--- config.mk ---
export PLATFORM = sky130hd
export DESIGN_NAME = bhpq_ctrl
export DESIGN_NICKNAME = d
export VERILOG_FILES = /design/src/hw/rtl/binary_heap_priority_queue_core_defines.svh /design/src/hw/rtl/bhpq_pkg.sv /design/src/hw/rtl/bhpq_ctrl.sv
export SDC_FILE = /design/constraint.sdc
export NUM_CORES = 1
export LEC_CHECK = 0
export ABC_CLOCK_PERIOD_IN_PS = 3080
export BUFFER_PORTS_ARGS = -buffer_cell sky130_fd_sc_hd__buf_2
export CORE_AREA = 2 2 39 41
export CTS_CLUSTER_DIAMETER = 80
export CTS_CLUSTER_SIZE = 20
export DETAILED_ROUTE_END_ITERATION = 10
export DIE_AREA = 0 0 41 43
export PLACE_DENSITY_LB_ADDON = 0.2
export SLEW_MARGIN = 40
export SYNTH_ARGS = -nofsm -noshare
export SYNTH_HDL_FRONTEND = slang
export SYNTH_SLANG_ARGS = --single-unit
--- constraint.sdc ---
create_clock -name aclk -period 3.08 [get_ports aclk]
set_input_delay 0.154 -clock aclk [delete_from_list [all_inputs] [get_ports aclk]]
set_output_delay 0.154 -clock aclk [all_outputs]
set_load 0.05 [all_outputs]
--- src/hw/rtl/binary_heap_priority_queue_core_defines.svh ---
// Assertion macros for the heap queue core.
`ifndef BINARY_HEAP_PRIORITY_QUEUE_CORE_DEFINES_SVH
`define BINARY_HEAP_PRIORITY_QUEUE_CORE_DEFINES_SVH

`ifndef ASSERT_OFF
`define BHPQ_ASSERT_IMPLY(label, clk, rst_n, ante, cons) \
    label: assert property (@(posedge clk) disable iff (!rst_n) (ante) |-> (cons)) \
        else $error("bhpq assertion failed");
`define BHPQ_ASSERT_NEXT(label, clk, rst_n, ante, cons) \
    label: assert property (@(posedge clk) disable iff (!rst_n) (ante) |=> (cons)) \
        else $error("bhpq assertion failed");
`else
`define BHPQ_ASSERT_IMPLY(label, clk, rst_n, ante, cons)
`define BHPQ_ASSERT_NEXT(label, clk, rst_n, ante, cons)
`endif

`endif

--- src/hw/rtl/bhpq_pkg.sv ---
package bhpq_pkg;

    localparam int DEF_QUEUE_DEPTH = 1024;
    localparam int DEF_KEY_BITS    = 32;
    localparam int DEF_TAG_BITS    = 16;

    localparam int OUT_KEY_W   = 32;
    localparam int OUT_TAG_W   = 16;
    localparam int COUNT_W     = 11;
    localparam int KEY_CMP_W   = 48;
    localparam int M_KEY_LSB   = 0;
    localparam int M_TAG_LSB   = M_KEY_LSB + OUT_KEY_W;
    localparam int M_COUNT_LSB = M_TAG_LSB + OUT_TAG_W;
    localparam int M_FIELDS_W  = M_COUNT_LSB + COUNT_W;
    localparam int M_TDATA_W   = ((M_FIELDS_W + 7) / 8) * 8;

    localparam int APB_ADDR_W = 3;
    localparam int APB_DATA_W = 32;

    localparam logic REG_ORDER_MAX = 1'b0;

    typedef enum logic [1:0] {
        STAT_ENQUEUED = 2'd0,
        STAT_FULL     = 2'd1,
        STAT_DEQUEUED = 2'd2,
        STAT_EMPTY    = 2'd3
    } status_t;

    typedef enum logic {
        OP_ENQUEUE = 1'b0,
        OP_DEQUEUE = 1'b1
    } op_t;

    typedef enum logic [2:0] {
        S_IDLE,
        S_POP_LOAD,
        S_SIFT_UP,
        S_SIFT_DOWN,
        S_FINISH
    } state_t;

    typedef struct packed {
        logic start_push;
        logic drop_full;
        logic start_pop;
        logic drop_empty;
        logic pop_load;
        logic up_step;
        logic down_step;
        logic emit;
    } dp_cmd_t;

    typedef struct packed {
        logic full;
        logic empty;
        logic up_done;
        logic down_done;
        logic out_free;
    } dp_stat_t;

    function automatic logic beats(logic order_max, logic [KEY_CMP_W-1:0] a,
                                   logic [KEY_CMP_W-1:0] b);
        return order_max ? (a > b) : (a < b);
    endfunction

endpackage

--- src/hw/rtl/bhpq_ctrl.sv ---
module bhpq_ctrl (
    input  logic               aclk,
    input  logic               aresetn,
    input  logic               s_tvalid,
    input  bhpq_pkg::op_t      op,
    input  bhpq_pkg::dp_stat_t stat,
    output logic               s_tready,
    output bhpq_pkg::dp_cmd_t  cmd
);

    bhpq_pkg::state_t state_reg;
    bhpq_pkg::state_t state_next;

    always_ff @(posedge aclk) begin
        if (!aresetn) begin
            state_reg <= bhpq_pkg::S_IDLE;
        end else begin
            state_reg <= state_next;
        end
    end

    always_comb begin
        state_next = state_reg;
        case (state_reg)
            bhpq_pkg::S_IDLE: begin
                if (s_tvalid) begin
                    if (op == bhpq_pkg::OP_ENQUEUE) begin
                        state_next = stat.full ? bhpq_pkg::S_FINISH : bhpq_pkg::S_SIFT_UP;
                    end else begin
                        state_next = stat.empty ? bhpq_pkg::S_FINISH : bhpq_pkg::S_POP_LOAD;
                    end
                end
            end
            bhpq_pkg::S_POP_LOAD: begin
                state_next = bhpq_pkg::S_SIFT_DOWN;
            end
            bhpq_pkg::S_SIFT_UP: begin
                if (stat.up_done) begin
                    state_next = bhpq_pkg::S_FINISH;
                end
            end
            bhpq_pkg::S_SIFT_DOWN: begin
                if (stat.down_done) begin
                    state_next = bhpq_pkg::S_FINISH;
                end
            end
            bhpq_pkg::S_FINISH: begin
                if (stat.out_free) begin
                    state_next = bhpq_pkg::S_IDLE;
                end
            end
            default: begin
                state_next = bhpq_pkg::S_IDLE;
            end
        endcase
    end

    always_comb begin
        cmd      = '0;
        s_tready = 1'b0;
        case (state_reg)
            bhpq_pkg::S_IDLE: begin
                s_tready = aresetn;
                if (s_tvalid && aresetn) begin
                    if (op == bhpq_pkg::OP_ENQUEUE) begin
                        cmd.drop_full  = stat.full;
                        cmd.start_push = !stat.full;
                    end else begin
                        cmd.drop_empty = stat.empty;
                        cmd.start_pop  = !stat.empty;
                    end
                end
            end
            bhpq_pkg::S_POP_LOAD: begin
                cmd.pop_load = 1'b1;
            end
            bhpq_pkg::S_SIFT_UP: begin
                cmd.up_step = 1'b1;
            end
            bhpq_pkg::S_SIFT_DOWN: begin
                cmd.down_step = 1'b1;
            end
            bhpq_pkg::S_FINISH: begin
                cmd.emit = stat.out_free;
            end
            default: begin
                cmd = '0;
            end
        endcase
    end

endmodule

### Word level (Yosys, flattened, before mapping)

Index checks and enable logic that the tools add are counted.
Widths: inputs -> output; s select.

* bits in registers: 3
* input bits: 9
* output and inout bits: 9
* word-level logic and storage cells: 31

* equality and inequality tests: 8
* multiplexer cells: 17
* reductions and logical operators: 5

Operators with widths (number)
* $mux 3: 7
* $pmux 3 s5: 1
* $mux 4: 2
* $ne 2x2->1 const B: 4
* $eq 3x2->1 const B: 2
* $mux 1: 5
* $mux 2: 2
* $reduce_and 4->1: 1
* $eq 3x1->1 const B: 1
* $eq 3x3->1 const B: 1
* $logic_not 3->1: 1
* $logic_not 1->1: 2
* $logic_and 1x1->1: 1

### Logic depth before layout (Yosys ltp)

Gate-level depths: netlist of run 1.

* word-level depth: 4
* gate-level depth with buffers: 4
* mapped depth without buffers: 3

### Least setup slack after synthesis of run 1

No wires, ideal clock.

* kind: flip-flop to output port
* from: reg state_reg[1]
* to: out cmd[5] (netlist bit)
* arrival time: 2.444 ns
* setup slack: 0.482 ns
* stages on the path, launching flop included: 5
* buffers on the path: 1
* cells stage by stage: dfxtp_1 > buf_6 > nor4b_4 > nand2_2 > nor3b_1

RTL lines
* from (decl): line bhpq_ctrl.sv:11 `bhpq_pkg::state_t state_reg;`
* from (signal assigned): line bhpq_ctrl.sv:16 `state_reg <= bhpq_pkg::S_IDLE;`
* from (signal assigned): line bhpq_ctrl.sv:18 `state_reg <= state_next;`
* to (decl): line bhpq_ctrl.sv:8 `output bhpq_pkg::dp_cmd_t cmd`

==> out/results.tsv, run 1 <==
stage	metric	value	unit
route	vias	322	
finish	layout-drive-gt1-share	47.2	%
place	gp_routability_congestion	0.633	
power	power.leakage	0.190	nW
sta	fin_skew	0.00136	ns
synthesis	synthesis.area	299	um^2
route	drt_pass1_iterations	3	
sta	slew_headroom	69.7	%
die	dieArea	1760	um^2
clocking	cts.sink_count	3	
route	routed_wirelength	749	um
die	num_rows	14	
synthesis	synth_cells	34	
worst_setup_path	r2r_cells	3	
die	die_h	43	um
global_routing	overflow	0	
sta	finalSetupViolCount	0	
die	start_util	21.6	%
global_routing	grt_pass1_wl	1230	um
route	drc	0	
sta	min_period	1.77	ns
die	coreArea	1380	um^2
sta	rsz0062_at_grt	false	
clocking	cts_hold_buf	0	
min_path	worst_hold_path_type	in -> reg	
worst_setup_path	timing.rr.end	state_reg[1]	
finish	nets	63	
sta	fin_crit_sh	57.4	%
sta	max_clock_freq	565	MHz
global_routing	gr-usage-all-layers	10.6	%
worst_setup_path	timing.rr.start	state_reg[1]	
finish	largest_register_ffs	3	
route	vias_per_cell	4.67	
synthesis	yosys_register_bits	3	
clocking	clk_latency	0.24	ns
die	io_pins	18	
route	wire_per_inst	10.9	um
power	power-per-cell-area	442	nW/um^2
clocking	cts-root-buf	clkbuf_4	
clocking	cts_made_buffers	3	
min_path	holdPathStages	2	
sta	tns	0	ns
clocking	clkSlewWorstSetupHoldPaths	0.04	ns
worst_setup_path	crit_path_start_kind	flip-flop	
clocking	cts_setup_buffers	0	
place	numPortBuffers	17	
worst_setup_path	worstPathArrival	1.61	ns
power	pwr-share-seq	28.9	%
power	p_switching	69.7	uW
synthesis	synth.distinct_cells	20	
outcome	status	finished, final reports clean	
power	comb_power_share	32.6	%
sta	whs	0.192	ns
power	clockPowerShare	38.5	%
job	drv_cap	0	
power	switching_share	38.1	%
global_routing	antenna_found_initial	0	
synthesis	syn_nets	43	
sta	report.final.hold_viol_count	0	
worst_setup_path	r2r_slack	1.88	ns
finish	area_delta_synth_final	38.5	%
worst_setup_path	required	2.93	ns
clocking	cts-resized-gates	0	
worst_setup_path	cp_max_fo	12	
clocking	cts_tree	done	
place	hpwl	544	um
power	total_power	183	uW
synthesis	ys_seq_area_share	20.1	%
clocking	clockBufferDepth	2	
die	dieWidth	41	um
synthesis	avgSynthCellArea	8.80	um^2
power	p_int	113	uW
global_routing	grt_pass1_vias	295	
worst_setup_path	cp-end-kind	output port	
finish	n_antenna_cell	0	
worst_setup_path	crit_path_end	cmd[5]	
global_routing	grt_max_degree	13	
route	drt_iter0_markers	2	
power	max-vdd-ir-drop	0.000260	V
worst_setup_path	crit_start	state_reg[0]	
sta	worstMarginPinSlew	0.455	ns
synthesis	yosysWarnings	0	
worst_setup_path	critical_path_class	reg -> out	
sta	drv_slew	0	
route	ant_nets	0	
clocking	htree_levels	1	
[power groups by stage]
| stage | logic (mW) | clock network (mW) | registers (mW) |
|---|---|---|---|
| final | 0.0596 | 0.0705 | 0.0528 |
| after floorplan | 0.0500 | 0 | 0.0476 |
| after detailed placement | 0.0599 | 0 | 0.0537 |
| after global placement | 0.0605 | 0 | 0.0538 |
| after global routing | 0.0641 | 0.0790 | 0.0537 |
| after CTS | 0.0601 | 0.0741 | 0.0529 |
[metrics by stage]
step	util, %	setup slack [ns]	instance area [um^2]	std cells
final	29.9	1.31	414	69
after detailed placement	28.0	1.57	388	65
after floorplan	-	0.482	299	34
after global routing	29.9	1.18	414	69
after CTS	29.9	1.30	414	69
after global placement	28.0	1.56	388	65
[logic make-up after synthesis]
| kind of cell | Yosys count | synth area share (%) |
|---|---|---|
| AO/OA/AOI/OAI | 3 | 6.69 |
| multiplexers | 2 | 6.69 |
| flip-flops | 3 | 20.1 |
| buffers and inverters | 2 | 5.44 |
| AND/OR/NAND/NOR | 24 | 61.1 |
[worst min-delay path by stage]
stage	to	startpoint
finish	state_reg[2]	aresetn
global route	state_reg[2]	aresetn
CTS	state_reg[2]	aresetn
detailed placement	state_reg[2]	aresetn
global placement	state_reg[2]	aresetn
floorplan	state_reg[2]	aresetn
[per-layer routing]
layer	wire length, um	vias to the layer above	GRT usage (%)	part of all wire [%]
li1	-	164	-	-
met1	332	144	12.4	44
met2	325	14	13.8	43
met3	91	0	7.33	12
met4	0	0	6.00	0
met5	0	-	0	0
[critical path: stages, from the launching register on]
cell and delay (ns):
dfxtp_1 0.44, nor4b_4 0.35, nand2_2 0.11, nor3b_1 0.18
buf_2 0.29
[cells in the final DEF, fill, tap and decap left out, drive strengths merged]
cell,Yosys,final
a21oi,1,1
and2,1,1
and4bb,1,1
buf,2,17
clkbuf,0,4
dfxtp,3,3
mux2i,2,2
nand2,5,5
nand3,2,2
nor2,1,1
nor2b,3,3
nor3,3,3
nor3b,3,3
nor4b,4,4
nor4bb,1,1
o21ai,1,1
o311a,1,1
[cell type report]
type,instances,area (um^2)
tap,16,20.0
clock buffer,4,26.3
multi-input combinational,29,223
sequential,3,60.1
timing repair buffer,17,85.1
fill,153,970
[Yosys cell counts]
cell type | count | share of area, %
and2_1 | 1 | 2.1
buf_2 | 1 | 1.7
o21ai_0 | 1 | 1.7
nand3_1 | 2 | 3.3
o311a_1 | 1 | 3.3
dfxtp_1 | 3 | 20
nor3b_1 | 3 | 7.5
nand2_2 | 1 | 2.1
nor2b_1 | 3 | 6.3
a21oi_1 | 1 | 1.7
and4bb_2 | 1 | 4.2
nor3_1 | 3 | 5.0
nor4bb_1 | 1 | 3.3
mux2i_1 | 2 | 6.7
buf_6 | 1 | 3.8
nor4b_1 | 1 | 2.9
nor4b_4 | 1 | 7.9
nand2_1 | 4 | 5.0
nor4b_2 | 2 | 10
nor2_1 | 1 | 1.3
Note: power is estimated with default switching activity, not from simulation.
==> run 2: changes to the inputs <==
--- a/config.mk
+++ b/config.mk
@@ -5,7 +5,7 @@
 export SDC_FILE = /design/constraint.sdc
 export NUM_CORES = 1
 export LEC_CHECK = 0
-export ABC_CLOCK_PERIOD_IN_PS = 3080
+export ABC_CLOCK_PERIOD_IN_PS = 1850
 export BUFFER_PORTS_ARGS = -buffer_cell sky130_fd_sc_hd__buf_2
 export CORE_AREA = 2 2 39 41
 export CTS_CLUSTER_DIAMETER = 80
==> constraint.sdc (replaced) <==
create_clock -name aclk -period 1.85 [get_ports aclk]
set_input_delay 0.0925 -clock aclk [delete_from_list [all_inputs] [get_ports aclk]]
set_output_delay 0.0925 -clock aclk [all_outputs]
set_load 0.05 [all_outputs]
==> out/results.tsv, run 2 (synthesized netlist as in run 1, its figures left out) <==
stage	metric	value	unit	change
outcome	status	finished, final reports clean		
clocking	clkSlewWorstSetupHoldPaths	0.04	ns	about the same
job	drv_cap	0		unchanged
worst_setup_path	critical_path_class	reg -> out		
global_routing	gr-usage-all-layers	9.80	%	-0.81 points
sta	fin_crit_sh	89.6	%	
finish	final_cell_mix	buf_2 (15), clkbuf_4 (5), nand2_1 (4)		
die	dieArea	1760	um^2	unchanged
global_routing	grt_pass1_wl	1190	um	-3.4%
route	vias	322		unchanged
clocking	clockBufferDepth	2		unchanged
worst_setup_path	cp_max_fo	10		-2
global_routing	overflow	0		unchanged
die	dieWidth	41	um	unchanged
global_routing	grt_pass1_vias	301		+2.0%
sta	report.final.hold_viol_count	0		unchanged
sta	fin_skew	0.00142	ns	+0.0000587 ns
sta	rsz0062_at_grt	false		
finish	layout-drive-gt1-share	56.6	%	+9.4 points
route	drt_iter0_markers	2		unchanged
worst_setup_path	required	1.76	ns	-1.17 ns
die	io_pins	18		unchanged
place	dp_slack	0.331	ns	-1.24 ns
worst_setup_path	worstPathArrival	1.56	ns	-0.05 ns
clocking	cts.sink_count	3		unchanged
global_routing	antenna_found_initial	0		unchanged
worst_setup_path	crit_path_start_kind	flip-flop		
worst_setup_path	r2r_cells	3		unchanged
power	max-vdd-ir-drop	0.000305	V	+17%
sta	drv_slew	0		unchanged
die	coreArea	1380	um^2	unchanged
clocking	clk_latency	0.23	ns	about the same
finish	fin_util	33.0	%	+3.1 points
clocking	cts_setup_buffers	0		unchanged
min_path	holdPathStages	2		unchanged
min_path	worst_hold_path_type	in -> reg		
clocking	cts_tree	done		
place	gp_routability_congestion	0.651		+3.0%
sta	fin_ws	0.193	ns	-1.12 ns
route	drt_pass1_iterations	3		unchanged
finish	largest_register_ffs	3		unchanged
route	drc	0		unchanged
sta	finalSetupViolCount	0		unchanged
clocking	cts-root-buf	clkbuf_4		
sta	worstMarginPinSlew	0.375	ns	-0.0800 ns
die	start_util	21.6	%	unchanged
worst_setup_path	cp-end-kind	output port		
die	die_h	43	um	unchanged
global_routing	grt_max_degree	13		unchanged
die	num_rows	14		unchanged
sta	min_period	1.66	ns	
finish	n_antenna_cell	0		unchanged
route	wire_per_inst	10.8	um	-0.27%
power	power.leakage	0.204	nW	+7.6%
power	power-per-cell-area	682	nW/um^2	+55%
finish	area_delta_synth_final	52.7	%	
place	hpwl	557	um	+2.4%
clocking	cts_made_buffers	3		unchanged
power	total_power	312	uW	+70%
sta	slew_headroom	75.0	%	+5.3 points
sta	max_clock_freq	604	MHz	
route	ant_nets	0		unchanged
place	numPortBuffers	17		unchanged
clocking	htree_levels	1		unchanged
route	routed_wirelength	747	um	-0.27%
sta	tns	0	ns	unchanged
route	vias_per_cell	4.67		unchanged
finish	nets	63		unchanged
finish	layout_commonest_cell	buf_2		
## run 2: changes by cell type in the layout (fill, tap and decap cells not counted), sizes merged
cell    change
buf         -2
clkbuf      +2
## run 2: per-stage QoR
step,instance area [um^2],cells,hold slack (ns)
after global placement,424,65,0.389
after global routing,457,69,0.143
after floorplan,335,34,0.224
after CTS,450,69,0.141
after detailed placement,424,65,0.386
final,457,69,0.147
## run 2: power breakdown
group	internal [mW]	switching (mW)	leakage, nW
sequential	0.0712	0.0174	0.0250
clock	0.0808	0.0332	0.0150
combinational	0.0401	0.0689	0.164
## run 2: cell type report
type                            instances  area (um^2)
Fill cell                             156          927
Multi-Input combinational cell         29          259
Timing Repair Buffer                   17         90.1
Sequential cell                         3         61.3
Clock buffer                            4         26.3
Tap cell                               16         20.0
## run 2: critical path: stages (launching register included)
cell and delay [ns]:
dfxtp_1 0.41, nor4b_4 0.32, nand2_2 0.17, nor3b_4 0.18, clkbuf_4 0.25
## run 2: path summary, 6_finish.rpt
check	start	endpoint	slack (ns)
worst max register to register	state_reg[1]	state_reg[2]	0.70
worst min register to register	state_reg[0]	state_reg[0]	0.58
worst max-delay path	state_reg[1]	cmd[6]	0.19
worst min-delay path	aresetn	state_reg[2]	0.15
## run 2: metal layers
layer,track usage [%],up-vias,routed length [um]
met5,0,-,0
met1,11.4,140,362
met2,14.7,17,315
met3,3.14,0,69
li1,-,165,-
met4,6.00,0,0
## run 2: what timing repair did
item                       CTS  global route
setup endpoints to repair    0             2
gates resized for setup      0             3
hold buffers                 0             0
